### config.mk
export PLATFORM = sky130hd
export DESIGN_NAME = caf_div
export DESIGN_NICKNAME = d
export VERILOG_FILES = /design/src/sv/caf_chunk_header_parser_defines.svh /design/src/sv/caf_div.sv
export SDC_FILE = /design/constraint.sdc
export NUM_CORES = 1
export LEC_CHECK = 0
export ABC_AREA = 1
export ABC_CLOCK_PERIOD_IN_PS = 2500
export BUFFER_PORTS_ARGS = -buffer_cell sky130_fd_sc_hd__buf_4
export CORE_MARGIN = 3
export CORE_UTILIZATION = 54
export CTS_CLUSTER_SIZE = 20
export DETAILED_ROUTE_END_ITERATION = 10
export HOLD_SLACK_MARGIN = 0.08
export PLACE_DENSITY = 0.8
export REMOVE_ABC_BUFFERS = 1
export SETUP_SLACK_MARGIN = 0.1
export SLEW_MARGIN = 10
export SYNTH_ARGS = -nofsm -noshare
export SYNTH_HDL_FRONTEND = slang
export SYNTH_SLANG_ARGS = --single-unit
### constraint.sdc
create_clock -name clk -period 2.5 [get_ports clk]
set_clock_uncertainty 0.1 [all_clocks]
set_input_delay 0.25 -clock clk [delete_from_list [all_inputs] [get_ports clk]]
set_output_delay 0.25 -clock clk [all_outputs]
set_load 0.02 [all_outputs]
### src/sv/caf_chunk_header_parser_defines.svh
// assertion macros of the parser, used by the caf_ctrl module
`ifndef CAF_CHUNK_HEADER_PARSER_DEFINES_SVH
`define CAF_CHUNK_HEADER_PARSER_DEFINES_SVH

// same-cycle implication, checked on every edge outside reset
`define CAF_ASSERT_IMPL(label, ante, cons) \
    label: assert property (@(posedge clk) disable iff (!rst_n) (ante) |-> (cons)) \
        else $error("caf parser check failed");

// next-cycle implication
`define CAF_ASSERT_NEXT(label, ante, cons) \
    label: assert property (@(posedge clk) disable iff (!rst_n) (ante) |=> (cons)) \
        else $error("caf parser check failed");

`endif

### src/sv/caf_div.sv
// restoring 64-bit divider, one quotient bit per cycle
module caf_div (
    input  logic        clk,
    input  logic        rst_n,
    input  logic        start,
    input  logic [63:0] dividend,
    input  logic [63:0] divisor,
    output logic [63:0] quotient,
    output logic        done
);

    logic        busy_reg, busy_next;
    logic        done_reg, done_next;
    logic [5:0]  cnt_reg, cnt_next;
    logic [63:0] rem_reg, rem_next;
    logic [63:0] quo_reg, quo_next;
    logic [63:0] den_reg, den_next;
    logic [64:0] trial;

    assign trial = {rem_reg, quo_reg[63]} - {1'b0, den_reg};

    always_comb
    begin
        busy_next = busy_reg;
        done_next = 1'b0;
        cnt_next  = cnt_reg;
        rem_next  = rem_reg;
        quo_next  = quo_reg;
        den_next  = den_reg;
        if (start)
        begin
            busy_next = 1'b1;
            cnt_next  = '0;
            rem_next  = '0;
            quo_next  = dividend;
            den_next  = divisor;
        end
        else if (busy_reg)
        begin
            rem_next = trial[64] ? {rem_reg[62:0], quo_reg[63]} : trial[63:0];
            quo_next = {quo_reg[62:0], ~trial[64]};
            cnt_next = cnt_reg + 6'd1;
            if (cnt_reg == 6'd63)
            begin
                busy_next = 1'b0;
                done_next = 1'b1;
            end
        end
    end

    always_ff @(posedge clk or negedge rst_n)
    begin
        if (!rst_n)
        begin
            busy_reg <= 1'b0;
            done_reg <= 1'b0;
            cnt_reg  <= '0;
        end
        else
        begin
            busy_reg <= busy_next;
            done_reg <= done_next;
            cnt_reg  <= cnt_next;
        end
    end

    always_ff @(posedge clk)
    begin
        rem_reg <= rem_next;
        quo_reg <= quo_next;
        den_reg <= den_next;
    end

    assign quotient = quo_reg;
    assign done     = done_reg;

endmodule

# After elaboration in Yosys (flattened, before gate mapping)
# Index checks and enable logic that the tools add are counted.
[word_totals]
latchBits = 0
elab_cells = 22
rom_bits = 0
output_inout_bits = 65
in_bits = 131
ramBits = 0
mem_count = 0
regBits = 200
[op_classes]
n_reduce_logical = 1
n_mux = 11
multipliers = 0
eq_ne = 1
magnitude_cmp = 0
bitwise_logic = 1
n_shift = 0
n_addsub = 2
div = 0
[ops]
columns = ["op", "count"]
rows = [
  ["2-to-1 mux 64 bit", 3],
  ["subtractor 65 x 64 -> 65 bit", 1],
  ["2-to-1 mux 6 bit", 2],
  ["adder 6 x 1 -> 6 bit, second input constant", 1],
  ["== test 6 bit, second input constant", 1],
  ["2-to-1 mux 1 bit", 6],
  ["nonzero test 2 bit", 1],
  ["NOT 1 bit", 1],
]

# Depth between registers and ports, before layout
[logic_depth]
depth_word = 4
ltp_mapped = 21
depth_no_buf = 19

# Worst setup path after synthesis
# No wires, ideal clock.
[synth_timing]
path_kind = "register -> register"
from = "register quo_reg[63] (netlist: quotient[63])"
to = "register quo_reg[0] (netlist: quotient[0]) (data pin)"
period_less_slack_ns = 2.733
arrival_time_ns = 2.368
t_required_ns = 2.135
path_slack_ns = -0.233
setup_time_ns = 0.265
stages_incl_launch_ff = 20
n_path_buf = 2
cell_sequence = "edfxtp_1 -> inv_1 -> ha_1 -> fa_1 -> inv_1 -> nand2_1 -> nand2_1 -> nand3_1 -> nand2_2 -> nand2_1 -> nand2_2 -> nand2_2 -> nand2_2 -> nand2_4 -> nand2_4 -> nand2_2 -> nand2_2 -> buf_12 -> buf_6 -> o21ai_1"
[synth_via]
elab_chain_cells = 4
[synth_lines]
columns = ["item", "line_no", "text"]
rows = [
  ["start, declared", "caf_div.sv:16", "logic [63:0] quo_reg, quo_next;"],
  ["start signal, assigned", "caf_div.sv:70", "quo_reg <= quo_next;"],
  ["subtractor 65 x 64 -> 65 bit", "caf_div.sv:20", "assign trial = {rem_reg, quo_reg[63]} - {1'b0, den_reg};"],
  ["NOT 1 bit", "caf_div.sv:41", "quo_next = {quo_reg[62:0], ~trial[64]};"],
  ["2-to-1 mux 64 bit", "caf_div.sv:38", "else if (busy_reg)"],
  ["2-to-1 mux 64 bit", "caf_div.sv:30", "if (start)"],
  ["via quo_next[0]", "caf_div.sv:16", ""],
]
# The timed path passes the listed nets, and every way through them passes these cells. The select of a mux whose other input is x is not followed.
# A chain may end at the register's enable or synchronous reset.

# Worst setup path after layout
[layout_timing]
from = "register den_reg[48]"
to = "register rem_reg[51]"
[layout_via]
elab_chain_cells = 2
[layout_lines]
columns = ["item", "line_no", "text"]
rows = [
  ["start, declared", "caf_div.sv:17", "logic [63:0] den_reg, den_next;"],
  ["start signal, assigned", "caf_div.sv:71", "den_reg <= den_next;"],
  ["subtractor 65 x 64 -> 65 bit", "caf_div.sv:20", ""],
  ["2-to-1 mux 64 bit", "caf_div.sv:40", "rem_next = trial[64] ? {rem_reg[62:0], quo_reg[63]} : trial[63:0];"],
  ["end signal, assigned", "caf_div.sv:69", "rem_reg <= rem_next;"],
  ["end, declared", "caf_div.sv:15", "logic [63:0] rem_reg, rem_next;"],
]
# Every way passes these cells.

==> results_tabular.tex <==
\begin{tabular}{lr}
\hline
Metric & Value \\
\hline
\multicolumn{2}{l}{\textbf{STA}} \\
\quad Final max-slew violation count & 0 \\
\quad Post-route minimum period & $\sim$2600 ps \\
\quad Period Utilization, post-route & 104.4\% \\
\quad Fmax & 0.3830 GHz \\
\quad Final Worst Setup Slack & -111.2 ps \\
\quad Worst slew slack as a fraction of its limit & a little over three fifths \\
\quad RSZ-0062 raised after global routing & true \\
\quad Final Hold Viols & 0 \\
\quad Final worst hold slack & between 150 and 200 ps \\
\quad Final setup vio count & 65 \\
\quad Transition time of the tightest slew-check pin & roughly 560 ps \\
\multicolumn{2}{l}{\textbf{Critical path}} \\
\quad Maximum cell stage delay along the critical path & between 300 and 400 ps \\
\quad Category of the most critical setup path & flip-flop to flip-flop \\
\quad Biggest fanout along the worst timing path & 4 \\
\quad Kind of end point of the critical path & flip-flop \\
\quad Arrival time at the worst endpoint & about 2900 ps \\
\quad Worst-path cell with the longest stage delay & sky130\_fd\_sc\_hd\_\_edfxtp\_1 \\
\quad CP most frequent cell & sky130\_fd\_sc\_hd\_\_nand2\_1 \\
\quad Required time at the endpoint of the critical path & between 2000 and 3000 ps \\
\quad Number of buffer and inverter stages on the critical path & 4 \\
\quad CP Cell Sequence & inv\_1 > ha\_1 > buf\_4 > nand2\_1 > nor2\_1 > nand2\_1 > inv\_1 > nand2\_1 > nor2\_1 > nand2\_1 > nand3\_1 > nand2\_1 > inv\_1 > nand2\_1 > nand3\_2 > nand2\_1 \\
\quad Element type at the critical path start & flip-flop \\
\quad Family with the most delay on the worst path & simple AND/OR/NAND/NOR gates \\
\multicolumn{2}{l}{\textbf{Place}} \\
\quad HPWL Detailed & around 37000 um \\
\quad Port bufs & 195 \\
\quad Final weighted congestion in routability-driven placement & around 1.0 \\
\quad Total placed instance area & 0.01738 sq mm \\
\quad Instance count after placement with tap cells included & between 2000 and 3000 \\
\multicolumn{2}{l}{\textbf{Logic synthesis}} \\
\quad Synthesis Warnings & 0 \\
\quad Primary flip-flop cell chosen by synthesis mapping & sky130\_fd\_sc\_hd\_\_edfxtp\_1 \\
\quad Count of cell types in the netlist & 39 \\
\quad Sequential element share of the synthesized area & 36.56\% \\
\quad Cell count after synthesis & $\sim$2300 \\
\quad Cell area after technology mapping & about 0.015 sq mm \\
\quad Async set or reset register ratio after synthesis & approximately 4\% \\
\quad Number of enable flip-flop cells after synthesis & around 130 \\
\quad Synthesis-stage register bit count & 200 \\
\quad Mean area per synthesized cell & approximately 6.4 sq um \\
\multicolumn{2}{l}{\textbf{Finish}} \\
\quad Core utilization of the finished layout & between 70\% and 80\% \\
\quad Synth-to-Final Area Change & 40.17\% \\
\quad Register area & roughly 0.0053 sq mm \\
\quad Final standard cell count with taps included and fillers excluded & a little over 3000 \\
\quad Most frequent cells in the layout & sky130\_fd\_sc\_hd\_\_nand2\_1, sky130\_fd\_sc\_hd\_\_inv\_1, sky130\_fd\_sc\_hd\_\_buf\_4 \\
\quad Share of post-route cells with drive strength above 1 & between 20 and 25\% \\
\quad Diodes inserted & 0 \\
\quad Number of filler cells placed in the layout & 1891 \\
\quad Final net count & 2956 \\
\quad Leading cell type in the layout, fill and taps excluded & sky130\_fd\_sc\_hd\_\_nand2\_1 \\
\quad Area taken by multi-input logic gates & 0.007838 sq mm \\
\quad Post-route cell area & around 0.02 sq mm \\
\multicolumn{2}{l}{\textbf{Power and ir drop}} \\
\quad Switching pwr & approximately 2.6 mW \\
\quad Share of total power in sequential cells & 45.1\% \\
\quad Switching part of the total power & around 31\% \\
\quad Total power per unit cell area & $\sim$420 mW/mm\^{}2 \\
\quad Power Internal & just under 6 mW \\
\quad Leakage power total & 11.33 nW \\
\quad Logic gate share of total power & between 15 and 20\% \\
\quad Peak supply drop & 0.0004937 V \\
\quad Clock share of power & $\sim$36\% \\
\quad Final Total Pwr & 8.502 mW \\
\multicolumn{2}{l}{\textbf{Floorplan}} \\
\quad Die area & 0.02898 sq mm \\
\quad Floorplan core area & 0.02628 sq mm \\
\quad Die extent in x & between 150 and 200 um \\
\quad Num rows & 59 \\
\quad Die height & 170.2 um \\
\quad \# IOs & $\sim$200 \\
\quad Starting utilization of the core area & 55.43\% \\
\multicolumn{2}{l}{\textbf{Run status}} \\
\quad Violated checks & negative setup slack \\
\quad Status & complete, but fails checks \\
\multicolumn{2}{l}{\textbf{Routing}} \\
\quad Routed via count divided by cell count & between 5 and 6 \\
\quad Number of detailed-routing iterations run before antenna repair & 6 \\
\quad Total length of routed wires & between 50000 and 60000 um \\
\quad DRT iter0 DRCs & approximately 1500 \\
\quad Post-route DRC & 0 \\
\quad Detail Route Antenna Nets & 0 \\
\quad Routed length per instance & between 15 and 20 um \\
\quad Count of vias placed by the detailed router & approximately 16000 \\
\multicolumn{2}{l}{\textbf{Run}} \\
\quad \# Max-Cap Violations & 0 \\
\multicolumn{2}{l}{\textbf{Clocking}} \\
\quad Clock tree from TritonCTS & built \\
\quad Depth of the CTS H-tree & 4 \\
\quad Buffers from clock root to sink, at most & 2 \\
\quad Clock sinks & 200 \\
\quad Skew-Pair Late Insertion Delay & 460 ps \\
\quad Clk slew on worst S/H paths & about 100 ps \\
\quad Number of buffers created by CTS & 17 \\
\quad Clock Root Buffer & sky130\_fd\_sc\_hd\_\_clkbuf\_16 \\
\multicolumn{2}{l}{\textbf{Global routing}} \\
\quad Initial antenna violation count & 0 \\
\quad Largest net degree at the start of global routing & between 80 and 90 \\
\quad Overall Global Routing Usage & a little over a third \\
\quad Wire length of the first global-routing pass & 82840 um \\
\quad Gr ovfl total & 0 \\
\quad Via count of the first global-routing pass & 15680 \\
\multicolumn{2}{l}{\textbf{Hold path}} \\
\quad Class of the worst hold path & input pin to flip-flop \\
\hline
\end{tabular}
[path summary, 6_finish.rpt]
path                             start           to  slack (ps)  cells after the start
min reg2reg                rem_reg[10]  rem_reg[10]         380                      2
max                        den_reg[48]  rem_reg[51]        -110                     16
max in group asynchronous        rst_n   cnt_reg[4]        1250                      3
min in group asynchronous        rst_n   cnt_reg[5]         730                      3
max reg2reg                den_reg[48]  rem_reg[51]        -110                     16
min                              start  den_reg[51]         160                      1
[cell type report]
cell class / count / area share [%]
multi-input combinational: 1542 / 38.39
clock inverter: 14 / 0.9315
tap: 335 / 2.053
clock buffer: 18 / 2.102
inverter: 503 / 9.247
timing repair buffer: 495 / 21.20
sequential: 200 / 26.08
[worst register-to-register path, stage by stage (launching register included)]
cell,delay [ps]
sky130_fd_sc_hd__edfxtp_1,350
sky130_fd_sc_hd__inv_1,90
sky130_fd_sc_hd__ha_1,330
sky130_fd_sc_hd__buf_4,140
sky130_fd_sc_hd__nand2_1,110
sky130_fd_sc_hd__nor2_1,240
sky130_fd_sc_hd__nand2_1,150
sky130_fd_sc_hd__inv_1,100
sky130_fd_sc_hd__nand2_1,70
sky130_fd_sc_hd__nor2_1,110
sky130_fd_sc_hd__nand2_1,140
sky130_fd_sc_hd__nand3_1,190
sky130_fd_sc_hd__nand2_1,70
sky130_fd_sc_hd__inv_1,80
sky130_fd_sc_hd__nand2_1,80
sky130_fd_sc_hd__nand3_2,80
sky130_fd_sc_hd__nand2_1,70
[what timing repair did]
item / 4_1_cts / 5_1_grt
endpoints found under the hold margin: 136 / 0
pin swaps: 26 / 38
setup buffers: 12 / 4
resized for setup: 66 / 127
endpoints found under the setup margin: 65 / 65
gates cloned: 4 / 4
hold buffers: 130 / 0
[Yosys cell counts, types with 6 or more instances]
master,n,area [sq um]
sky130_fd_sc_hd__dfrtp_1,8,200.2
sky130_fd_sc_hd__nor2_1,103,386.6
sky130_fd_sc_hd__inv_1,497,1866
sky130_fd_sc_hd__buf_1,8,30.03
sky130_fd_sc_hd__nor2_2,6,37.54
sky130_fd_sc_hd__nand2_1,1043,3915
sky130_fd_sc_hd__dfxtp_1,64,1281
sky130_fd_sc_hd__xnor2_1,23,201.4
sky130_fd_sc_hd__clkbuf_1,20,75.07
sky130_fd_sc_hd__nor3_1,15,75.07
sky130_fd_sc_hd__nand4_1,10,62.56
sky130_fd_sc_hd__nand3_1,134,670.6
sky130_fd_sc_hd__xor2_1,8,70.07
sky130_fd_sc_hd__ha_1,65,813.3
sky130_fd_sc_hd__a21oi_1,52,260.3
sky130_fd_sc_hd__buf_6,6,67.56
sky130_fd_sc_hd__nand2_2,42,262.8
sky130_fd_sc_hd__edfxtp_1,128,3844
sky130_fd_sc_hd__o21ai_0,15,75.07
[logic make-up (layout without fill, tap and decap cells)]
logic type      Yosys count  count (layout)  share of synthesized area, %
compound gates           72              72                         2.568
xor+xnor                 31              31                         1.864
fa+ha+maj                66              66                         5.721
buf+inv                 544            1030                         14.82
flops                   200             200                         36.56
simple gates           1373            1373                         38.47
[power by group through the flow]
stage	clock network (mW)	registers (mW)	logic (mW)
after CTS	3.02	3.82	1.51
after global routing	3.13	3.85	1.76
final	3.02	3.84	1.64
after detailed placement	0	3.89	1.32
after global placement	0	3.89	1.29
after floorplan	0	3.98	0.531
[through the flow]
step | setup TNS [ps] | setup WS (ps)
2_1_floorplan | -202430 | -2380
3_3_place_gp | -1133 | -69.40
3_5_place_dp | -10210 | -237.8
4_1_cts | -5976 | -130.5
5_1_grt | -12510 | -246.2
6_report | -4217 | -111.2
[layer usage]
| metal | part of all wire [%] | GRT usage, % | vias up |
|---|---|---|---|
| li1 | - | - | 7770 |
| met1 | 39 | 46.74 | 7436 |
| met2 | 47 | 63.47 | 988 |
| met3 | 9.6 | 6.132 | 194 |
| met4 | 4.2 | 11.82 | 0 |
| met5 | 0 | 0 | - |
Note: power is estimated with default switching activity, not from simulation.
