File: src/sv/caf_chunk_header_parser_defines.svh
// assertion macros of the parser, used by the caf_ctrl module
`ifndef CAF_CHUNK_HEADER_PARSER_DEFINES_SVH
`define CAF_CHUNK_HEADER_PARSER_DEFINES_SVH

// same-cycle implication, checked on every edge outside reset
`define CAF_ASSERT_IMPL(label, ante, cons) \
    label: assert property (@(posedge clk) disable iff (!rst_n) (ante) |-> (cons)) \
        else $error("caf parser check failed");

// next-cycle implication
`define CAF_ASSERT_NEXT(label, ante, cons) \
    label: assert property (@(posedge clk) disable iff (!rst_n) (ante) |=> (cons)) \
        else $error("caf parser check failed");

`endif

File: src/sv/caf_pkg.sv
// shared types and constants of the caf chunk header parser
package caf_pkg;

    localparam logic [1:0] PH_MAGIC  = 2'd0;
    localparam logic [1:0] PH_HEADER = 2'd1;
    localparam logic [1:0] PH_BODY   = 2'd2;

    localparam logic [31:0] KIND_DESC  = 32'h64657363;
    localparam logic [31:0] KIND_DATA  = 32'h64617461;
    localparam logic [31:0] KIND_PAKT  = 32'h70616B74;
    localparam logic [31:0] CODEC_AAC  = 32'h61616320;
    localparam logic [31:0] CODEC_LPCM = 32'h6C70636D;
    localparam logic [63:0] RATE_LOW   = 64'h40BF400000000000;
    localparam logic [63:0] RATE_HIGH  = 64'h4107700000000000;

    localparam logic [3:0] ST_OK       = 4'd0;
    localparam logic [3:0] ST_MAGIC    = 4'd1;
    localparam logic [3:0] ST_NEG_LEN  = 4'd2;
    localparam logic [3:0] ST_PAST_END = 4'd3;
    localparam logic [3:0] ST_DESC     = 4'd4;
    localparam logic [3:0] ST_RATE     = 4'd5;
    localparam logic [3:0] ST_DATA     = 4'd6;
    localparam logic [3:0] ST_PAKT     = 4'd7;
    localparam logic [3:0] ST_NEG_CNT  = 4'd8;
    localparam logic [3:0] ST_MISSING  = 4'd9;
    localparam logic [3:0] ST_CODEC    = 4'd10;

    localparam logic [3:0] ID_STATUS = 4'd15;

    typedef struct packed {
        logic       take;
        logic       clr;
        logic       ld_byte;
        logic       ld_fin;
        logic       ld_field;
        logic [3:0] idx;
        logic       fin;
        logic       div_start;
        logic       div_frame;
        logic       div_wr;
    } cmd_t;

    typedef struct packed {
        logic [3:0] code;
        logic       desc_div;
        logic [3:0] fin_code;
        logic       fin_div;
    } stat_t;

    function automatic logic [7:0] magic_byte(input logic [2:0] i);
        logic [7:0] b;
        unique case (i)
            3'd0: b = 8'h63;
            3'd1: b = 8'h61;
            3'd2: b = 8'h66;
            3'd3: b = 8'h66;
            3'd5: b = 8'h01;
            default: b = 8'h00;
        endcase
        return b;
    endfunction

endpackage

File: src/sv/caf_ctrl.sv
// sequencer of the caf parser: byte intake, divisions, result emission
`include "caf_chunk_header_parser_defines.svh"

module caf_ctrl
    import caf_pkg::*;
(
    input  logic  clk,
    input  logic  rst_n,
    input  logic  in_valid,
    input  logic  end_of_file,
    output logic  in_ready,
    output logic  out_valid,
    input  logic  out_ready,
    input  stat_t st,
    input  logic  div_done,
    output cmd_t  cmd
);

    localparam logic [2:0] S_ACCEPT    = 3'd0;
    localparam logic [2:0] S_DIV_DESC  = 3'd1;
    localparam logic [2:0] S_FINISH    = 3'd2;
    localparam logic [2:0] S_DIV_FRAME = 3'd3;
    localparam logic [2:0] S_EMIT      = 3'd4;

    logic [2:0] state_reg, state_next;
    logic       faulted_reg, faulted_next;
    logic       eofp_reg, eofp_next;
    logic [3:0] idx_reg, idx_next;
    logic       ov_reg, ov_next;
    logic       acc;
    logic       slot_free;
    logic       load;

    assign in_ready  = (state_reg == S_ACCEPT) && !ov_reg;
    assign acc       = in_valid && in_ready;
    assign slot_free = !ov_reg || out_ready;

    always_comb
    begin
        state_next   = state_reg;
        faulted_next = faulted_reg;
        eofp_next    = eofp_reg;
        idx_next     = idx_reg;
        cmd          = '0;
        cmd.idx      = idx_reg;
        cmd.div_frame = (state_reg == S_FINISH) || (state_reg == S_DIV_FRAME);

        unique case (state_reg)
            S_ACCEPT:
            begin
                if (acc)
                begin
                    if (faulted_reg)
                    begin
                        // bytes after a fault are dropped until the end mark
                        if (end_of_file)
                        begin
                            cmd.clr      = 1'b1;
                            faulted_next = 1'b0;
                        end
                    end
                    else
                    begin
                        cmd.take = 1'b1;
                        if (st.code != ST_OK)
                        begin
                            cmd.ld_byte = 1'b1;
                            if (end_of_file)
                                cmd.clr = 1'b1;
                            else
                                faulted_next = 1'b1;
                        end
                        else if (st.desc_div)
                        begin
                            cmd.div_start = 1'b1;
                            eofp_next     = end_of_file;
                            state_next    = S_DIV_DESC;
                        end
                        else if (end_of_file)
                            state_next = S_FINISH;
                    end
                end
            end
            S_DIV_DESC:
            begin
                if (div_done)
                begin
                    cmd.div_wr = 1'b1;
                    state_next = eofp_reg ? S_FINISH : S_ACCEPT;
                end
            end
            S_FINISH:
            begin
                cmd.fin = 1'b1;
                if (st.fin_code != ST_OK)
                begin
                    cmd.ld_fin = 1'b1;
                    cmd.clr    = 1'b1;
                    state_next = S_ACCEPT;
                end
                else if (st.fin_div)
                begin
                    cmd.div_start = 1'b1;
                    state_next    = S_DIV_FRAME;
                end
                else
                begin
                    idx_next   = '0;
                    state_next = S_EMIT;
                end
            end
            S_DIV_FRAME:
            begin
                if (div_done)
                begin
                    cmd.div_wr = 1'b1;
                    idx_next   = '0;
                    state_next = S_EMIT;
                end
            end
            S_EMIT:
            begin
                if (slot_free)
                begin
                    cmd.ld_field = 1'b1;
                    idx_next     = idx_reg + 4'd1;
                    if (idx_reg == ID_STATUS)
                    begin
                        cmd.clr    = 1'b1;
                        state_next = S_ACCEPT;
                    end
                end
            end
            default:
            begin
                state_next = S_ACCEPT;
            end
        endcase
    end

    assign load    = cmd.ld_byte || cmd.ld_fin || cmd.ld_field;
    assign ov_next = load ? 1'b1 : (out_ready ? 1'b0 : ov_reg);

    always_ff @(posedge clk or negedge rst_n)
    begin
        if (!rst_n)
        begin
            state_reg   <= S_ACCEPT;
            faulted_reg <= 1'b0;
            eofp_reg    <= 1'b0;
            idx_reg     <= '0;
            ov_reg      <= 1'b0;
        end
        else
        begin
            state_reg   <= state_next;
            faulted_reg <= faulted_next;
            eofp_reg    <= eofp_next;
            idx_reg     <= idx_next;
            ov_reg      <= ov_next;
        end
    end

    assign out_valid = ov_reg;

    `CAF_ASSERT_IMPL(a_load_slot, load, !ov_reg || out_ready)
    `CAF_ASSERT_NEXT(a_clr_unfault, cmd.clr, !faulted_reg)
    `CAF_ASSERT_NEXT(a_emit_end, state_reg == S_EMIT && cmd.ld_field && idx_reg == ID_STATUS,
        state_reg == S_ACCEPT)

endmodule

File: config.mk
export PLATFORM = sky130hd
export DESIGN_NAME = caf_ctrl
export DESIGN_NICKNAME = d
export VERILOG_FILES = /design/src/sv/caf_pkg.sv /design/src/sv/caf_ctrl.sv
export VERILOG_INCLUDE_DIRS = /design/src /design/src/sv
export SDC_FILE = /design/constraint.sdc
export NUM_CORES = 1
export LEC_CHECK = 0
export BUFFER_PORTS_ARGS = -buffer_cell sky130_fd_sc_hd__buf_2
export CORE_MARGIN = 2
export CORE_UTILIZATION = 35
export DETAILED_ROUTE_END_ITERATION = 16
export PLACE_DENSITY = 0.71
export RECOVER_POWER = 25
export SYNTH_ARGS = -nofsm -noshare
export SYNTH_HDL_FRONTEND = slang
export SYNTH_SLANG_ARGS = --single-unit
export TNS_END_PERCENT = 5
File: constraint.sdc
create_clock -name clk -period 2.7 [get_ports clk]
set_input_delay 0.54 -clock clk [delete_from_list [all_inputs] [get_ports clk]]
set_output_delay 0.54 -clock clk [all_outputs]
set_load 0.05 [all_outputs]
After elaboration in Yosys (flattened, before gate mapping)
Index checks and enable logic that the tools add are counted.
{"block": "word_totals", "output_inout_bits": 15, "mem_count": 0, "mem_bits_rw": 0, "mem_bits_ro": 0, "latch_bits": 0, "register_bits": 10, "word_cells": 88, "in_bits": 16}
{"block": "classes", "order_cmp": 0, "reduce_logical": 17, "div": 0, "shift": 0, "mux": 48, "n_eq_ne": 15, "bitwise": 2, "add_sub_neg": 1, "n_mul": 0}
{"operator": "two-way mux 3 bit", "count": 12}
{"operator": "two-way mux 1 bit", "count": 26}
{"operator": "!= test 2 bit (second input constant)", "count": 9}
{"operator": "two-way mux 4 bit", "count": 4}
{"operator": "case mux 3 bit (5 select lines)", "count": 1}
{"operator": "case mux 4 bit (3 select lines)", "count": 1}
{"operator": "AND reduction 5 bit", "count": 2}
{"operator": "AND reduction 8 bit", "count": 1}
{"operator": "nonzero test 4 bit", "count": 2}
{"operator": "== test 3 x 2 -> 1 bit (second input constant)", "count": 2}
{"operator": "adder 4 x 1 -> 4 bit (second input constant)", "count": 1}
{"operator": "== test 4 bit (second input constant)", "count": 1}
{"operator": "logical OR 1 bit", "count": 4}
{"operator": "two-way mux 2 bit", "count": 2}
{"operator": "== test 3 x 1 -> 1 bit (second input constant)", "count": 1}
{"operator": "== test 3 bit (second input constant)", "count": 1}
{"operator": "logical NOT 3 bit", "count": 1}
{"operator": "!= test 3 bit (second input constant)", "count": 1}
{"operator": "case mux 1 bit (3 select lines)", "count": 1}
{"operator": "nonzero test 3 bit", "count": 1}
{"operator": "logical AND 1 bit", "count": 2}
{"operator": "NOT 1 bit", "count": 2}
{"operator": "case mux 1 bit (2 select lines)", "count": 1}
{"operator": "AND reduction 2 bit", "count": 1}
{"operator": "other kinds (3)", "count": 3}

Depth between registers and ports, before layout
{"block": "logic_depth", "ltp_word": 8, "depth_mapped": 5, "ltp_nobuf": 5}

Worst setup path before layout
Ideal clock, no wire load.
{"block": "synth_path", "kind": "register -> output", "startpoint": "register state_reg[2]", "endpoint": "output cmd[11] (netlist bit)", "arrival_ns": 2.929, "n_path_buf": 1, "path_stages_with_launch": 6, "slack_ns": -0.769, "required_ns": 2.160, "path_cell_list": "dfrtp_1 > clkbuf_1 > nor3b_1 > and2_1 > a21oi_1 > nand2_1"}
{"item": "start: declaration", "line": "caf_ctrl.sv:25", "rtl": "logic [2:0] state_reg, state_next;"}
{"item": "start signal: assignment", "line": "caf_ctrl.sv:156", "rtl": "state_reg <= state_next;"}
{"item": "end: declaration", "line": "caf_ctrl.sv:16", "rtl": "output cmd_t cmd"}

==> metrics.cfg <==
[yosys]
post_synth_cell_types = 36
syn-mean-instance-area_um2 = 8.68
yosysWarningCount = 0
post_synthesis_instance_area_um2 = 686
synthesis.instances = 79
synth.yosys.seq_area_share_pct = 36.5
syn_nets = 96
postSynthRegisterBits = 10

[sta]
report.final.hold_viol_count = 0
fin_setup_tns_ns = 0
skew_ns = 0.00443
grt_setup_unrepaired = no
finalCritPeriodShare_pct = 94.1
timing.slew.headroom_pct = 64.3
tightest_slew_ns = 0.535
final_number_of_max_transition_violations = 0
achievable-frequency_mhz = 393
timing.final.setup_violations = 0
layout_min_cycle_time_ns = 2.54

[power_and_ir_drop]
vdd_drop_max_mv = 0.584
swShare_pct = 56.3
cellLeakagePower_nw = 0.456
comb_power_share_pct = 68.1
power_density_nw_per_um2 = 1260
pwr-share-seq_pct = 23.6
intPower_mw = 0.503
netSwitchingPower_mw = 0.647
clock_power_share_pct = 8.3

[floorplan]
die-height_um = 48.3
fp.dieArea_um2 = 2330
die_w_um = 48.3
core_region_area_um2 = 1900
row_count = 16
io_pins = 31
floorplan.initialDensity_pct = 36.1

[drt]
detail_route.drc_violations = 0
drtPass1Iterations = 4
detail_route.wirelength_um = 1760
drt_first_iter_violations = 15
ant_nets = 0
wire_per_inst_um = 12.6
viasPerCell = 5.27
via_count = 732

[setup_path]
ff2ff_setup_slack_ns = 0.87
rr_worst_depth = 5
launching_point_of_the_worst_reg2reg_path = state_reg[2]
critPathRequiredTime_ns = 2.16
cp_data_arrival_time_ns = 2.00
timing_worst_setup_path_type = flip-flop to primary output
crit_start = state_reg[2]
worstSetupStartpointType = flip-flop
worstSetupEndpointType = primary output
crit_path_max_fanout = 3
endpoint = cmd[2]
worst_r2r_endpoint = eofp_reg

[layout]
drive_above_1_share_pct = 37.5
finish.cell_count_without_fillers = 139
layout.nets = 131
largest_register_ff_count = 4
area_delta_synth_final_pct = 33.2
antenna_cells_inserted = 0

[cts]
cts-htree-levels = 1
cts.repair_timing.setup_buffer_count = 0
number_of_clock_buffers_inserted_by_tritoncts = 3
cts_tree = built
cts_num_sinks = 10
clk_transition_reported_paths_ns = 0.06
hold_buffers = 0
latest_clock_arrival_within_the_worst_skew_pair_ns = 0.26
cts-resized-gates = 0
clock_tree.buffer_depth = 2
clockRootBuffer = sky130_fd_sc_hd__clkbuf_4

[global_routing]
globalRoute.totalOverflow = 0
vias_in_the_first_global_route = 628
first_pass_grt_wire_length_um = 2620
grt_use_total_pct = 16.0
grt_start_max_net_pins = 12
initial_antenna_violation_count = 0

[run_status]
run_status = finished, final reports clean

[placed_design]
place.detailed.instances = 136
place_hpwl_um = 1400
io_buffers = 30
place_congestion = 0.820

[min_path]
class_of_the_tightest_hold_or_removal_check = input port to asynchronous set/reset pin

[job]
max_cap_violations = 0

## final cells by class
type                       count  area, um2
clock buffer                   3       22.5
fill                         188        988
inverter                       2       8.76
multi-input combinational     64        427
sequential                    10        250
tap                           27       33.8
timing repair buffer          33        171
## layer usage
| metal | global-route usage [%] | vias to the layer above | part of all wire (%) |
|---|---|---|---|
| met2 | 26.3 | 23 | 49 |
| met5 | 0 | - | 0 |
| met1 | 20.9 | 344 | 46 |
| li1 | - | 363 | - |
| met3 | 2.22 | 2 | 4.2 |
| met4 | 6.49 | 0 | 0.85 |
## per-stage QoR
| stage | power (mW) | area [um2] | worst slack, ns | utilization, % | hold WS, ns |
|---|---|---|---|---|---|
| finish | 1.15 | 913 | 0.158 | 48.0 | 0.233 |
| global route | 1.22 | 913 | 0.0765 | 48.0 | 0.283 |
| CTS | 1.16 | 915 | 0.160 | 48.1 | 0.134 |
| detailed placement | 1.06 | 892 | 0.299 | 46.9 | 0.410 |
| global placement | 1.04 | 892 | 0.324 | 46.9 | 0.409 |
| floorplan | 0.873 | 697 | 0.0266 | - | 0.244 |
## power by group through the flow
stage	logic [mW]	clock network (mW)	registers [mW]
after floorplan	0.482	0	0.391
after global placement	0.776	0	0.266
after detailed placement	0.790	0	0.268
after CTS	0.789	0.0982	0.268
after global routing	0.843	0.103	0.277
final	0.784	0.0953	0.271
## synthesized netlist by cell type
cell	count	area, um2
sky130_fd_sc_hd__or2_4	1	8.76
sky130_fd_sc_hd__nand2_1	4	15.0
sky130_fd_sc_hd__ha_1	1	12.5
sky130_fd_sc_hd__and3_1	1	6.26
sky130_fd_sc_hd__nand2b_1	3	18.8
sky130_fd_sc_hd__nand3b_1	2	15.0
sky130_fd_sc_hd__o211ai_1	2	15.0
sky130_fd_sc_hd__a2111oi_0	1	8.76
sky130_fd_sc_hd__clkbuf_1	3	11.3
sky130_fd_sc_hd__or4_4	1	11.3
sky130_fd_sc_hd__a22o_1	2	17.5
sky130_fd_sc_hd__o21ai_0	2	10.0
sky130_fd_sc_hd__nor2b_1	2	12.5
sky130_fd_sc_hd__nand3_1	3	15.0
sky130_fd_sc_hd__and2_1	4	25.0
sky130_fd_sc_hd__nor3b_1	2	15.0
sky130_fd_sc_hd__o21ai_1	2	10.0
sky130_fd_sc_hd__o21a_1	1	7.51
sky130_fd_sc_hd__or3b_1	1	8.76
sky130_fd_sc_hd__nor4_2	1	12.5
sky130_fd_sc_hd__a21oi_1	6	30.0
sky130_fd_sc_hd__dfrtp_1	10	250
sky130_fd_sc_hd__or4_1	2	15.0
sky130_fd_sc_hd__nor2_1	9	33.8
sky130_fd_sc_hd__or2_1	1	6.26
sky130_fd_sc_hd__clkinv_2	1	5.00
sky130_fd_sc_hd__nor4_1	1	6.26
sky130_fd_sc_hd__a31oi_1	1	6.26
sky130_fd_sc_hd__mux2_4	1	15.0
sky130_fd_sc_hd__o221ai_1	1	8.76
sky130_fd_sc_hd__a41oi_1	1	8.76
sky130_fd_sc_hd__o31ai_1	2	15.0
sky130_fd_sc_hd__a22oi_1	1	7.51
sky130_fd_sc_hd__clkinv_1	1	3.75
sky130_fd_sc_hd__nand3_2	1	10.0
sky130_fd_sc_hd__a21o_1	1	7.51
## placed cells by master (no fill, tap or decap), types with 2 or more instances in the layout
cell | synthesis | layout
sky130_fd_sc_hd__o21ai_1 | 2 | 2
sky130_fd_sc_hd__nand3_1 | 3 | 3
sky130_fd_sc_hd__dfrtp_1 | 10 | 10
sky130_fd_sc_hd__o211ai_1 | 2 | 2
sky130_fd_sc_hd__buf_2 | 0 | 29
sky130_fd_sc_hd__nand2_1 | 4 | 4
sky130_fd_sc_hd__nand2b_1 | 3 | 3
sky130_fd_sc_hd__a21oi_1 | 6 | 6
sky130_fd_sc_hd__or4_1 | 2 | 2
sky130_fd_sc_hd__buf_4 | 0 | 3
sky130_fd_sc_hd__clkbuf_4 | 0 | 3
sky130_fd_sc_hd__a22o_1 | 2 | 2
sky130_fd_sc_hd__o21ai_0 | 2 | 2
sky130_fd_sc_hd__and2_1 | 4 | 4
sky130_fd_sc_hd__o31ai_1 | 2 | 2
sky130_fd_sc_hd__nand3b_1 | 2 | 2
sky130_fd_sc_hd__nor2b_1 | 2 | 2
sky130_fd_sc_hd__nor2_1 | 9 | 9
## worst min-delay path by stage
stage          start  slack [ns]           end  cells after the start
5_1_grt        rst_n        0.28  state_reg[2]                      1
4_1_cts        rst_n        0.13  state_reg[2]                      1
6_report       rst_n        0.23  state_reg[2]                      1
3_5_place_dp   rst_n        0.41    idx_reg[1]                      1
3_3_place_gp   rst_n        0.41    idx_reg[1]                      1
2_1_floorplan  rst_n        0.24      eofp_reg                      0
## cell families after synthesis
family	synth area share, %
adder cells (fa/ha/maj)	1.82
AO/OA/AOI/OAI	22.3
flip-flops	36.5
buffers and inverters	2.92
AND/OR/NAND/NOR	34.3
multiplexers	2.19
## critical path, stage by stage, from the launching register on
cell and delay [ns]:
sky130_fd_sc_hd__dfrtp_1 0.39, sky130_fd_sc_hd__or4_4 0.54, sky130_fd_sc_hd__or2_4 0.28, sky130_fd_sc_hd__clkinv_2 0.07, sky130_fd_sc_hd__nand3_2 0.12, sky130_fd_sc_hd__nand2_1 0.10, sky130_fd_sc_hd__buf_2 0.26
No activity file was read; power rests on OpenSTA's default activity.
