--- config.mk ---
export PLATFORM = sky130hd
export DESIGN_NAME = caf_dpath
export DESIGN_NICKNAME = d
export VERILOG_FILES = /design/src/sv/caf_chunk_header_parser_defines.svh /design/src/sv/caf_pkg.sv /design/src/sv/caf_dpath.sv
export SDC_FILE = /design/constraint.sdc
export NUM_CORES = 2
export LEC_CHECK = 0
export ABC_AREA = 1
export BUFFER_PORTS_ARGS = -buffer_cell sky130_fd_sc_hd__buf_2
export CELL_PAD_IN_SITES_DETAIL_PLACEMENT = 1
export CELL_PAD_IN_SITES_GLOBAL_PLACEMENT = 1
export CORE_ASPECT_RATIO = 1.2
export CORE_UTILIZATION = 46
export DETAILED_ROUTE_END_ITERATION = 16
export PLACE_DENSITY = 0.87
export SYNTH_ARGS = -nofsm -noshare
export SYNTH_HDL_FRONTEND = slang
export SYNTH_SLANG_ARGS = --single-unit
--- constraint.sdc ---
create_clock -name clk -period 3.12 [get_ports clk]
set_input_delay 0.624 -clock clk [delete_from_list [all_inputs] [get_ports clk]]
set_output_delay 0.624 -clock clk [all_outputs]
set_load 0.01 [all_outputs]
--- src/sv/caf_chunk_header_parser_defines.svh ---
// assertion macros of the parser, used by the caf_ctrl module
`ifndef CAF_CHUNK_HEADER_PARSER_DEFINES_SVH
`define CAF_CHUNK_HEADER_PARSER_DEFINES_SVH

// same-cycle implication, checked on every edge outside reset
`define CAF_ASSERT_IMPL(label, ante, cons) \
    label: assert property (@(posedge clk) disable iff (!rst_n) (ante) |-> (cons)) \
        else $error("caf parser check failed");

// next-cycle implication
`define CAF_ASSERT_NEXT(label, ante, cons) \
    label: assert property (@(posedge clk) disable iff (!rst_n) (ante) |=> (cons)) \
        else $error("caf parser check failed");

`endif

--- src/sv/caf_pkg.sv ---
// shared types and constants of the caf chunk header parser
package caf_pkg;

    localparam logic [1:0] PH_MAGIC  = 2'd0;
    localparam logic [1:0] PH_HEADER = 2'd1;
    localparam logic [1:0] PH_BODY   = 2'd2;

    localparam logic [31:0] KIND_DESC  = 32'h64657363;
    localparam logic [31:0] KIND_DATA  = 32'h64617461;
    localparam logic [31:0] KIND_PAKT  = 32'h70616B74;
    localparam logic [31:0] CODEC_AAC  = 32'h61616320;
    localparam logic [31:0] CODEC_LPCM = 32'h6C70636D;
    localparam logic [63:0] RATE_LOW   = 64'h40BF400000000000;
    localparam logic [63:0] RATE_HIGH  = 64'h4107700000000000;

    localparam logic [3:0] ST_OK       = 4'd0;
    localparam logic [3:0] ST_MAGIC    = 4'd1;
    localparam logic [3:0] ST_NEG_LEN  = 4'd2;
    localparam logic [3:0] ST_PAST_END = 4'd3;
    localparam logic [3:0] ST_DESC     = 4'd4;
    localparam logic [3:0] ST_RATE     = 4'd5;
    localparam logic [3:0] ST_DATA     = 4'd6;
    localparam logic [3:0] ST_PAKT     = 4'd7;
    localparam logic [3:0] ST_NEG_CNT  = 4'd8;
    localparam logic [3:0] ST_MISSING  = 4'd9;
    localparam logic [3:0] ST_CODEC    = 4'd10;

    localparam logic [3:0] ID_STATUS = 4'd15;

    typedef struct packed {
        logic       take;
        logic       clr;
        logic       ld_byte;
        logic       ld_fin;
        logic       ld_field;
        logic [3:0] idx;
        logic       fin;
        logic       div_start;
        logic       div_frame;
        logic       div_wr;
    } cmd_t;

    typedef struct packed {
        logic [3:0] code;
        logic       desc_div;
        logic [3:0] fin_code;
        logic       fin_div;
    } stat_t;

    function automatic logic [7:0] magic_byte(input logic [2:0] i);
        logic [7:0] b;
        unique case (i)
            3'd0: b = 8'h63;
            3'd1: b = 8'h61;
            3'd2: b = 8'h66;
            3'd3: b = 8'h66;
            3'd5: b = 8'h01;
            default: b = 8'h00;
        endcase
        return b;
    endfunction

endpackage

--- src/sv/caf_dpath.sv ---
// parse state, field store and result registers of the caf parser
module caf_dpath
    import caf_pkg::*;
#(
    parameter int OFFSET_BITS = 32
) (
    input  logic        clk,
    input  logic        rst_n,
    input  cmd_t        cmd,
    input  logic [7:0]  file_byte,
    input  logic [63:0] div_q,
    output logic [63:0] div_a,
    output logic [63:0] div_b,
    output stat_t       st,
    output logic [3:0]  field_id,
    output logic [63:0] field_value,
    output logic [3:0]  status,
    output logic        last
);

    logic [OFFSET_BITS-1:0] off_reg, off_next;
    logic [1:0]  phase_reg, phase_next;
    logic [63:0] shift_reg, shift_next;
    logic [31:0] kind_reg, kind_next;
    logic [63:0] left_reg, left_next;
    logic [5:0]  pos_reg, pos_next;
    logic        rte_reg, rte_next;
    logic        dseen_reg, dseen_next;
    logic        aseen_reg, aseen_next;
    logic [63:0] fs_reg [15];
    logic [63:0] fs_next [15];

    logic [63:0] sh;
    logic [5:0]  pos_inc;
    logic        done_go;
    logic [5:0]  n;
    logic [3:0]  code;
    logic        desc_div;
    logic [3:0]  fin_code;
    logic        fin_div;
    logic [63:0] f9_fin;
    logic        aseen_fin;
    logic [3:0]  cap_idx;

    logic [3:0]  id_reg;
    logic [63:0] val_reg;
    logic [3:0]  stat_reg;
    logic        last_reg;

    assign sh      = {shift_reg[55:0], file_byte};
    assign pos_inc = (pos_reg < 6'd63) ? pos_reg + 6'd1 : pos_reg;
    assign cap_idx = pos_reg[5:2] - 4'd1;

    // end-of-file checks on the registered state
    always_comb
    begin
        fin_code  = ST_OK;
        fin_div   = 1'b0;
        f9_fin    = fs_reg[9];
        aseen_fin = aseen_reg;
        if (phase_reg == PH_MAGIC)
            fin_code = ST_MAGIC;
        else if (phase_reg == PH_BODY)
        begin
            if (!rte_reg)
                fin_code = ST_PAST_END;
            else
            begin
                f9_fin = left_reg - 64'd4;
                if (aseen_reg || pos_reg < 6'd4)
                    fin_code = ST_DATA;
                aseen_fin = 1'b1;
            end
        end
        if (fin_code == ST_OK)
        begin
            if (!dseen_reg || !aseen_fin)
                fin_code = ST_MISSING;
            else if (fs_reg[1] != 64'(CODEC_AAC) && fs_reg[1] != 64'(CODEC_LPCM))
                fin_code = ST_CODEC;
            else
                fin_div = (fs_reg[1] == 64'(CODEC_LPCM)) && (fs_reg[12] == '0)
                          && (fs_reg[7] != '0);
        end
    end

    assign div_a = cmd.div_frame ? f9_fin : fs_reg[3];
    assign div_b = cmd.div_frame ? fs_reg[7] : fs_reg[4];

    always_comb
    begin
        off_next   = off_reg;
        phase_next = phase_reg;
        shift_next = shift_reg;
        kind_next  = kind_reg;
        left_next  = left_reg;
        pos_next   = pos_reg;
        rte_next   = rte_reg;
        dseen_next = dseen_reg;
        aseen_next = aseen_reg;
        for (int i = 0; i < 15; i++)
            fs_next[i] = fs_reg[i];
        done_go  = 1'b0;
        n        = '0;
        code     = ST_OK;
        desc_div = 1'b0;

        if (cmd.take)
        begin
            off_next = off_reg + OFFSET_BITS'(1);
            unique case (phase_reg)
                PH_MAGIC:
                begin
                    if (file_byte != magic_byte(off_reg[2:0]))
                        code = ST_MAGIC;
                    else if (off_reg[2:0] == 3'd7)
                    begin
                        phase_next = PH_HEADER;
                        pos_next   = '0;
                    end
                end
                PH_HEADER:
                begin
                    shift_next = sh;
                    if (pos_reg == 6'd3)
                        kind_next = sh[31:0];
                    if (pos_reg < 6'd11)
                        pos_next = pos_reg + 6'd1;
                    else
                    begin
                        pos_next   = '0;
                        shift_next = '0;
                        if (kind_reg == KIND_DATA)
                            fs_next[8] = 64'(off_reg + OFFSET_BITS'(5));
                        if (sh[63])
                        begin
                            // all-ones size: data runs to the end of the file
                            if (kind_reg == KIND_DATA && (&sh))
                            begin
                                rte_next   = 1'b1;
                                left_next  = '0;
                                phase_next = PH_BODY;
                            end
                            else
                                code = ST_NEG_LEN;
                        end
                        else
                        begin
                            if (kind_reg == KIND_DATA)
                                fs_next[9] = sh - 64'd4;
                            if (sh == '0)
                                done_go = 1'b1;
                            else
                            begin
                                left_next  = sh;
                                phase_next = PH_BODY;
                            end
                        end
                    end
                end
                PH_BODY:
                begin
                    shift_next = sh;
                    if (pos_reg[1:0] == 2'd3)
                    begin
                        if (kind_reg == KIND_DESC && pos_reg < 6'd32)
                        begin
                            if (pos_reg == 6'd7)
                                fs_next[0] = sh;
                            else if (pos_reg >= 6'd11)
                                fs_next[cap_idx] = {32'd0, sh[31:0]};
                        end
                        else if (kind_reg == KIND_PAKT && pos_reg < 6'd24)
                        begin
                            if (pos_reg == 6'd7)
                                fs_next[11] = sh;
                            else if (pos_reg == 6'd15)
                                fs_next[12] = sh;
                            else if (pos_reg == 6'd19)
                                fs_next[13] = {32'd0, sh[31:0]};
                            else if (pos_reg == 6'd23)
                                fs_next[14] = {32'd0, sh[31:0]};
                        end
                        else if (kind_reg == KIND_DATA && pos_reg == 6'd3)
                            fs_next[10] = {32'd0, sh[31:0]};
                    end
                    pos_next = pos_inc;
                    if (rte_reg)
                        left_next = left_reg + 64'd1;
                    else
                    begin
                        left_next = left_reg - 64'd1;
                        if (left_reg == 64'd1)
                        begin
                            done_go = 1'b1;
                            n       = pos_inc;
                        end
                    end
                end
                default:
                begin
                end
            endcase

            // chunk complete: judge it
            if (done_go)
            begin
                phase_next = PH_HEADER;
                pos_next   = '0;
                rte_next   = 1'b0;
                if (kind_reg == KIND_DESC)
                begin
                    if (dseen_reg || n != 6'd32)
                        code = ST_DESC;
                    else
                    begin
                        dseen_next = 1'b1;
                        desc_div   = 1'b1;
                        if (fs_reg[0] < RATE_LOW || fs_reg[0] > RATE_HIGH
                            || fs_reg[5] < 64'd1 || fs_reg[5] > 64'd2)
                            code = ST_RATE;
                    end
                end
                else if (kind_reg == KIND_DATA)
                begin
                    if (aseen_reg || n < 6'd4)
                        code = ST_DATA;
                    else
                        aseen_next = 1'b1;
                end
                else if (kind_reg == KIND_PAKT)
                begin
                    if (n < 6'd24)
                        code = ST_PAKT;
                    else if (fs_reg[11][63] || fs_reg[12][63])
                        code = ST_NEG_CNT;
                end
            end
        end

        if (cmd.fin)
            fs_next[9] = f9_fin;

        if (cmd.div_wr)
        begin
            if (cmd.div_frame)
                fs_next[12] = div_q;
            else
                fs_next[7] = (fs_reg[4] == '0) ? '0 : div_q;
        end

        if (cmd.clr)
        begin
            off_next   = '0;
            phase_next = PH_MAGIC;
            shift_next = '0;
            kind_next  = '0;
            left_next  = '0;
            pos_next   = '0;
            rte_next   = 1'b0;
            dseen_next = 1'b0;
            aseen_next = 1'b0;
            for (int i = 0; i < 15; i++)
                fs_next[i] = '0;
        end
    end

    always_ff @(posedge clk or negedge rst_n)
    begin
        if (!rst_n)
        begin
            off_reg   <= '0;
            phase_reg <= PH_MAGIC;
            shift_reg <= '0;
            kind_reg  <= '0;
            left_reg  <= '0;
            pos_reg   <= '0;
            rte_reg   <= 1'b0;
            dseen_reg <= 1'b0;
            aseen_reg <= 1'b0;
            for (int i = 0; i < 15; i++)
                fs_reg[i] <= '0;
        end
        else
        begin
            off_reg   <= off_next;
            phase_reg <= phase_next;
            shift_reg <= shift_next;
            kind_reg  <= kind_next;
            left_reg  <= left_next;
            pos_reg   <= pos_next;
            rte_reg   <= rte_next;
            dseen_reg <= dseen_next;
            aseen_reg <= aseen_next;
            for (int i = 0; i < 15; i++)
                fs_reg[i] <= fs_next[i];
        end
    end

    // result register
    always_ff @(posedge clk)
    begin
        if (cmd.ld_byte || cmd.ld_fin)
        begin
            id_reg   <= ID_STATUS;
            val_reg  <= cmd.ld_byte ? 64'(code) : 64'(fin_code);
            stat_reg <= cmd.ld_byte ? code : fin_code;
            last_reg <= 1'b1;
        end
        else if (cmd.ld_field)
        begin
            id_reg   <= cmd.idx;
            stat_reg <= ST_OK;
            if (cmd.idx == ID_STATUS)
            begin
                val_reg  <= '0;
                last_reg <= 1'b1;
            end
            else
            begin
                val_reg  <= fs_reg[cmd.idx];
                last_reg <= 1'b0;
            end
        end
    end

    assign st.code     = code;
    assign st.desc_div = desc_div;
    assign st.fin_code = fin_code;
    assign st.fin_div  = fin_div;

    assign field_id    = id_reg;
    assign field_value = val_reg;
    assign status      = stat_reg;
    assign last        = last_reg;

endmodule

==> results.py, run 1 <==
metrics = {
    "run_status": {
        "lastStage": "global routing (5_1_grt)",
        "status": "did not finish",
        "error": "[ERROR GRT-0232] Routing congestion too high. Check the congestion heatmap in the GUI.",
    },
    "synthesis": {
        "synth_common_cells": "1,792 x nand2_1, 836 x dfrtp_1, 743 x inv_1, 723 x o21ai_0, 603 x nor2_1",
        "synth_flop_cell": "dfrtp_1",
        "synth_top_area_share_pct": 38.2,
        "ys_seq_area_share_pct": 42.1,
        "synth_edf_count": 68,
        "async_flop_share_pct": 92.0,
        "synth_cell_type_count": 60,
        "synth_nets": 7727,
        "netlist_area_sq_um": 54800,
        "yosys_warnings": 0,
        "synth-seq-cells": 909,
        "yosysTopAreaCell": "dfrtp_1",
        "synth_area_per_cell_sq_um": 7.19,
        "synth_area_leaders": "dfrtp_1 38%, nand2_1 12%, o21ai_0 6.6%, inv_1 5.1%, o22ai_1 4.5%",
        "synth_cells": 7621,
        "yosysMostFrequentCell": "nand2_1",
    },
    "floorplanning": {
        "rows": 138,
        "die_w_um": 317,
        "io_pins": 298,
        "die_h_um": 380,
        "start_util_pct": 46.4,
    },
    "clock_network": {
        "cts-htree-levels": 3,
        "cts_made_buffers": 101,
        "cts.sinks": 909,
        "cts_buffer_depth": 3,
        "ctsRootBufferMaster": "clkbuf_16",
    },
    "grt": {
        "grt_max_degree": 97,
        "grt_overflow": 7,
        "track_usage_pct": 66.9,
    },
    "place": {
        "portBuffers": 296,
        "placed_cells": 9899,
        "place_congestion": 1.08,
        "dpl.hpwl_um": 254000,
        "place_ws_ps": -493,
    },
    "sta": {
        "crit_endpoint": "st[7]",
        "worstEpCategory": "top-level output",
    },
}
[repair_timing]
action                                  in CTS
hold buffers                                 1
pin swaps                                  182
endpoints found under the hold margin       23
setup buffers                              203
endpoints found under the setup margin     352
gates resized for setup                    897
cloned                                       7
[metrics by stage]
step                      instance area [sq um]  hold slack [ps]
after global placement                    64200              455
after detailed placement                  64200              467
after CTS                                 72900              116
after floorplan                           54800              328
[routing by layer]
layer  overflow  global-route usage (%)
met5          0                    17.3
met2          2                    88.7
met4          5                    69.2
met1          0                    67.0
met3          0                    42.4
[logic make-up after synthesis]
logic type      count (synthesis)  share of synthesized area, %
flops                         909                          42.1
mux                             1                        0.0183
fa+ha+maj                      19                         0.434
buf+inv                      1301                          9.24
simple gates                 3191                          24.5
xor+xnor                      130                          2.08
compound gates               2070                          21.6
==> inputs of run 2 (changes only) <==
--- a/config.mk
+++ b/config.mk
@@ -7,12 +7,9 @@
 export LEC_CHECK = 0
 export ABC_AREA = 1
 export BUFFER_PORTS_ARGS = -buffer_cell sky130_fd_sc_hd__buf_2
-export CELL_PAD_IN_SITES_DETAIL_PLACEMENT = 1
-export CELL_PAD_IN_SITES_GLOBAL_PLACEMENT = 1
-export CORE_ASPECT_RATIO = 1.2
-export CORE_UTILIZATION = 46
+export CORE_UTILIZATION = 35
 export DETAILED_ROUTE_END_ITERATION = 16
-export PLACE_DENSITY = 0.87
+export PLACE_DENSITY_LB_ADDON = 0.15
 export SYNTH_ARGS = -nofsm -noshare
 export SYNTH_HDL_FRONTEND = slang
 export SYNTH_SLANG_ARGS = --single-unit
==> run 2 against run 1 <==
The flow now finishes, with violations (negative setup slack). Area after synthesis stayed put. Synthesized cell count did not move.
==> results.py, run 2 <==
metrics = {
    "clock_network": {
        "cts_made_buffers": 108,
        "ctsRootBufferMaster": "clkbuf_16",
        "cts-htree-levels": 3,
        "worstSkewPairLatency_ps": 780,
        "path_clk_slew_ps": 60,
        "cts_tree": "yes",
        "cts.sinks": 909,
        "cts_buffer_depth": 3,
    },
    "sta": {
        "final_max_slew_viol_count": 0,
        "timing.final.ws_setup_ps": -733,
        "finalSetupViolations": 74,
        "hold_viol_final": 0,
        "slew_headroom_pct": 39.0,
        "rsz0062_at_grt": "true",
        "tns_ps": -29310,
        "fin_crit_ps": 3850,
        "fmax_mhz": 260,
        "period_share_pct": 123,
        "worst_slew_pin_slew_ps": 915,
        "fin_skew_ps": 68.6,
    },
    "floorplanning": {
        "die_h_um": 398,
        "start_util_pct": 35.4,
        "rows": 144,
        "dieArea_sq_um": 158000,
        "die_w_um": 398,
        "io_pins": 298,
        "core-area_sq_um": 155000,
    },
    "run_status": {
        "violations": "negative setup slack",
        "status": "finished, violations left",
    },
    "worst_setup_path": {
        "r2r_cells": 15,
        "critPathMaxStageDelay_ps": 390,
        "cp_cell_sequence": "nor2_2 > nand3_1 > nor2_4 > nand4_1 > nor2_4 > nand2_2 > a21oi_4 > buf_6 > nand3_2 > nand2_2 > nand2_1 > nand2_1 > and3_1 > buf_2",
        "crit_type": "flop to output port",
        "crit_family": "simple AND/OR/NAND/NOR gates",
        "slowest_stage": "dfrtp_1",
        "worst_setup_path_end_kind": "output port",
        "critical_path_arrival_ps": 3230,
        "cp_num_buf_inv": 2,
        "cp.depth": 14,
        "crit_fanout": 2,
        "rrSetupSlack_ps": 40,
        "reg2reg_to": "left_reg[38]",
        "start_kind": "flop",
        "rr_startpoint": "shift_reg[5]",
        "required_ps": 2500,
    },
    "synthesis": {
        "synth-seq-cells": 909,
        "ys_seq_area_share_pct": 42.1,
        "synth_flop_cell": "dfrtp_1",
        "synth_cell_type_count": 60,
        "synth_edf_count": 68,
        "yosys_warnings": 0,
        "synth_top_area_share_pct": 38.2,
        "synth_cells": 7621,
        "yosysTopAreaCell": "dfrtp_1",
        "yosysMostFrequentCell": "nand2_1",
        "synth_area_per_cell_sq_um": 7.19,
        "synth_area_leaders": "dfrtp_1 38%, nand2_1 12%, o21ai_0 6.6%, inv_1 5.1%, o22ai_1 4.5%",
        "synth_nets": 7727,
        "netlist_area_sq_um": 54800,
        "async_flop_share_pct": 92.0,
        "synth_common_cells": "1,792 x nand2_1, 836 x dfrtp_1, 743 x inv_1, 723 x o21ai_0, 603 x nor2_1",
    },
    "hold_path": {
        "hold_start": "div_q[55]",
        "hp-class": "input port to flop",
        "whs_path_depth": 3,
        "hold_end": "fs_reg[503]",
    },
    "pwr": {
        "p_leak_nw": 32.3,
        "vdd_ir_drop_max_uv": 673,
        "p_per_area_nw_per_um2": 691,
    },
    "detailed_routing": {
        "avgViaCountPerCell": 5.85,
        "vias": 62400,
        "drtAntennaViolNets": 0,
        "wire_per_inst_um": 28.9,
        "dr.pass1.iters": 6,
        "wl_um": 307000,
        "drc": 0,
        "drt_iter0_markers": 6693,
    },
    "layout": {
        "drive_above_1_share_pct": 24.9,
        "area_delta_synth_final_pct": 34.5,
        "fin_util_pct": 47.6,
        "largest_register_ffs": 641,
        "final_common_cell": "nand2_1",
        "nets": 8622,
        "fin_area_sq_um": 73700,
        "fillers": 15700,
        "final_cells": 10700,
        "layout_common_cells": "1,629 x nand2_1, 812 x dfrtp_1, 783 x buf_4",
    },
    "place": {
        "place_congestion": 1.01,
        "place_area_sq_um": 63900,
        "dpl.hpwl_um": 230000,
        "portBuffers": 296,
        "placed_cells": 10300,
    },
    "grt": {
        "grt_overflow": 0,
        "antenna_found_initial": 21,
        "grt_pass1_wl_um": 433000,
        "grt_pass1_vias": 59200,
        "track_usage_pct": 37.9,
        "grt_max_degree": 98,
    },
    "job": {
        "maxCapViolCount": 0,
    },
}
==> run 2: cell counts after synthesis <==
No cell type changed its count.
==> run 2: power breakdown <==
part	internal, W	switching [W]	total, W
logic	0.00880	0.0145	0.0233
registers	0.0126	0.000879	0.0135
clock network	0.00825	0.00581	0.0141
total	0.0297	0.0212	0.0509
==> run 2: what timing repair did <==
item	4_1_cts	5_1_grt
resized for setup	824	297
setup endpoints to repair	90	154
gates cloned	8	1
buffers inserted	152	87
pin swaps	185	146
endpoints found under the hold margin	15	0
hold buffers	1	0
==> run 2: logic make-up (layout without fill, tap and decap cells) <==
logic type	Yosys count	in the layout	share of synthesized area (%)
DFF	909	909	42.1
buffers and inverters	1301	2288	9.24
AOI/OAI and AO/OA	2070	2070	21.6
xor gates and xnor gates	130	130	2.08
muxes	1	1	0.0183
adders and majority gates	19	19	0.434
and+or+nand+nor	3191	3192	24.5
other	0	5	0
==> run 2: worst reg2reg max path, cell delays in order, from the launching register on <==
cell and delay (ps):
dfrtp_1 470, buf_4 190, nor2_1 120, nand2_1 90, inv_1 70, nand3_1 80, nor3_1 350, nand4_1 480
o21ai_1 290, inv_1 70, nand2_2 100, inv_2 60, buf_12 160, buf_4 190, nand3_1 70, o21ai_0 110
==> run 2: how the worst max path moves through the flow <==
stage | startpoint | end | slack (ps)
finish | fs_reg[584] | st[7] | -730
global route | left_reg[2] | st[7] | -700
CTS | fs_reg[584] | st[7] | -650
detailed placement | fs_reg[578] | st[7] | -440
global placement | fs_reg[959] | st[7] | -520
floorplan | cmd[9] | field_value[0] | 340
==> run 2: area by class of cell <==
class	instances	area, sq um	area share [%]
multi-input combinational	5412	30200	41.0
tap	2044	2560	3.47
sequential	909	23100	31.4
clock inverter	49	743	1.01
inverter	787	3000	4.07
timing repair buffer	1298	10900	14.9
antenna	5	12.5	0.0170
clock buffer	154	3130	4.25
==> run 2: stage by stage <==
| step | worst slack, ps | hold WS [ps] | power [W] |
|---|---|---|---|
| after CTS | -652 | 89.7 | 0.0490 |
| after floorplan | 340 | 328 | 0.0210 |
| final | -733 | 127 | 0.0509 |
| after detailed placement | -437 | 461 | 0.0305 |
| after global routing | -696 | 119 | 0.0526 |
| after global placement | -521 | 456 | 0.0306 |
==> run 2: per-layer routing <==
layer | global-route usage [%] | wire [um] | vias to the layer above
met3 | 7.45 | 25600 | 735
met5 | 0 | 138 | -
met4 | 21.6 | 20700 | 22
met2 | 58.5 | 137000 | 3171
li1 | - | - | 27600
met1 | 49.5 | 124000 | 30800
(Power assumes the default switching activity.)
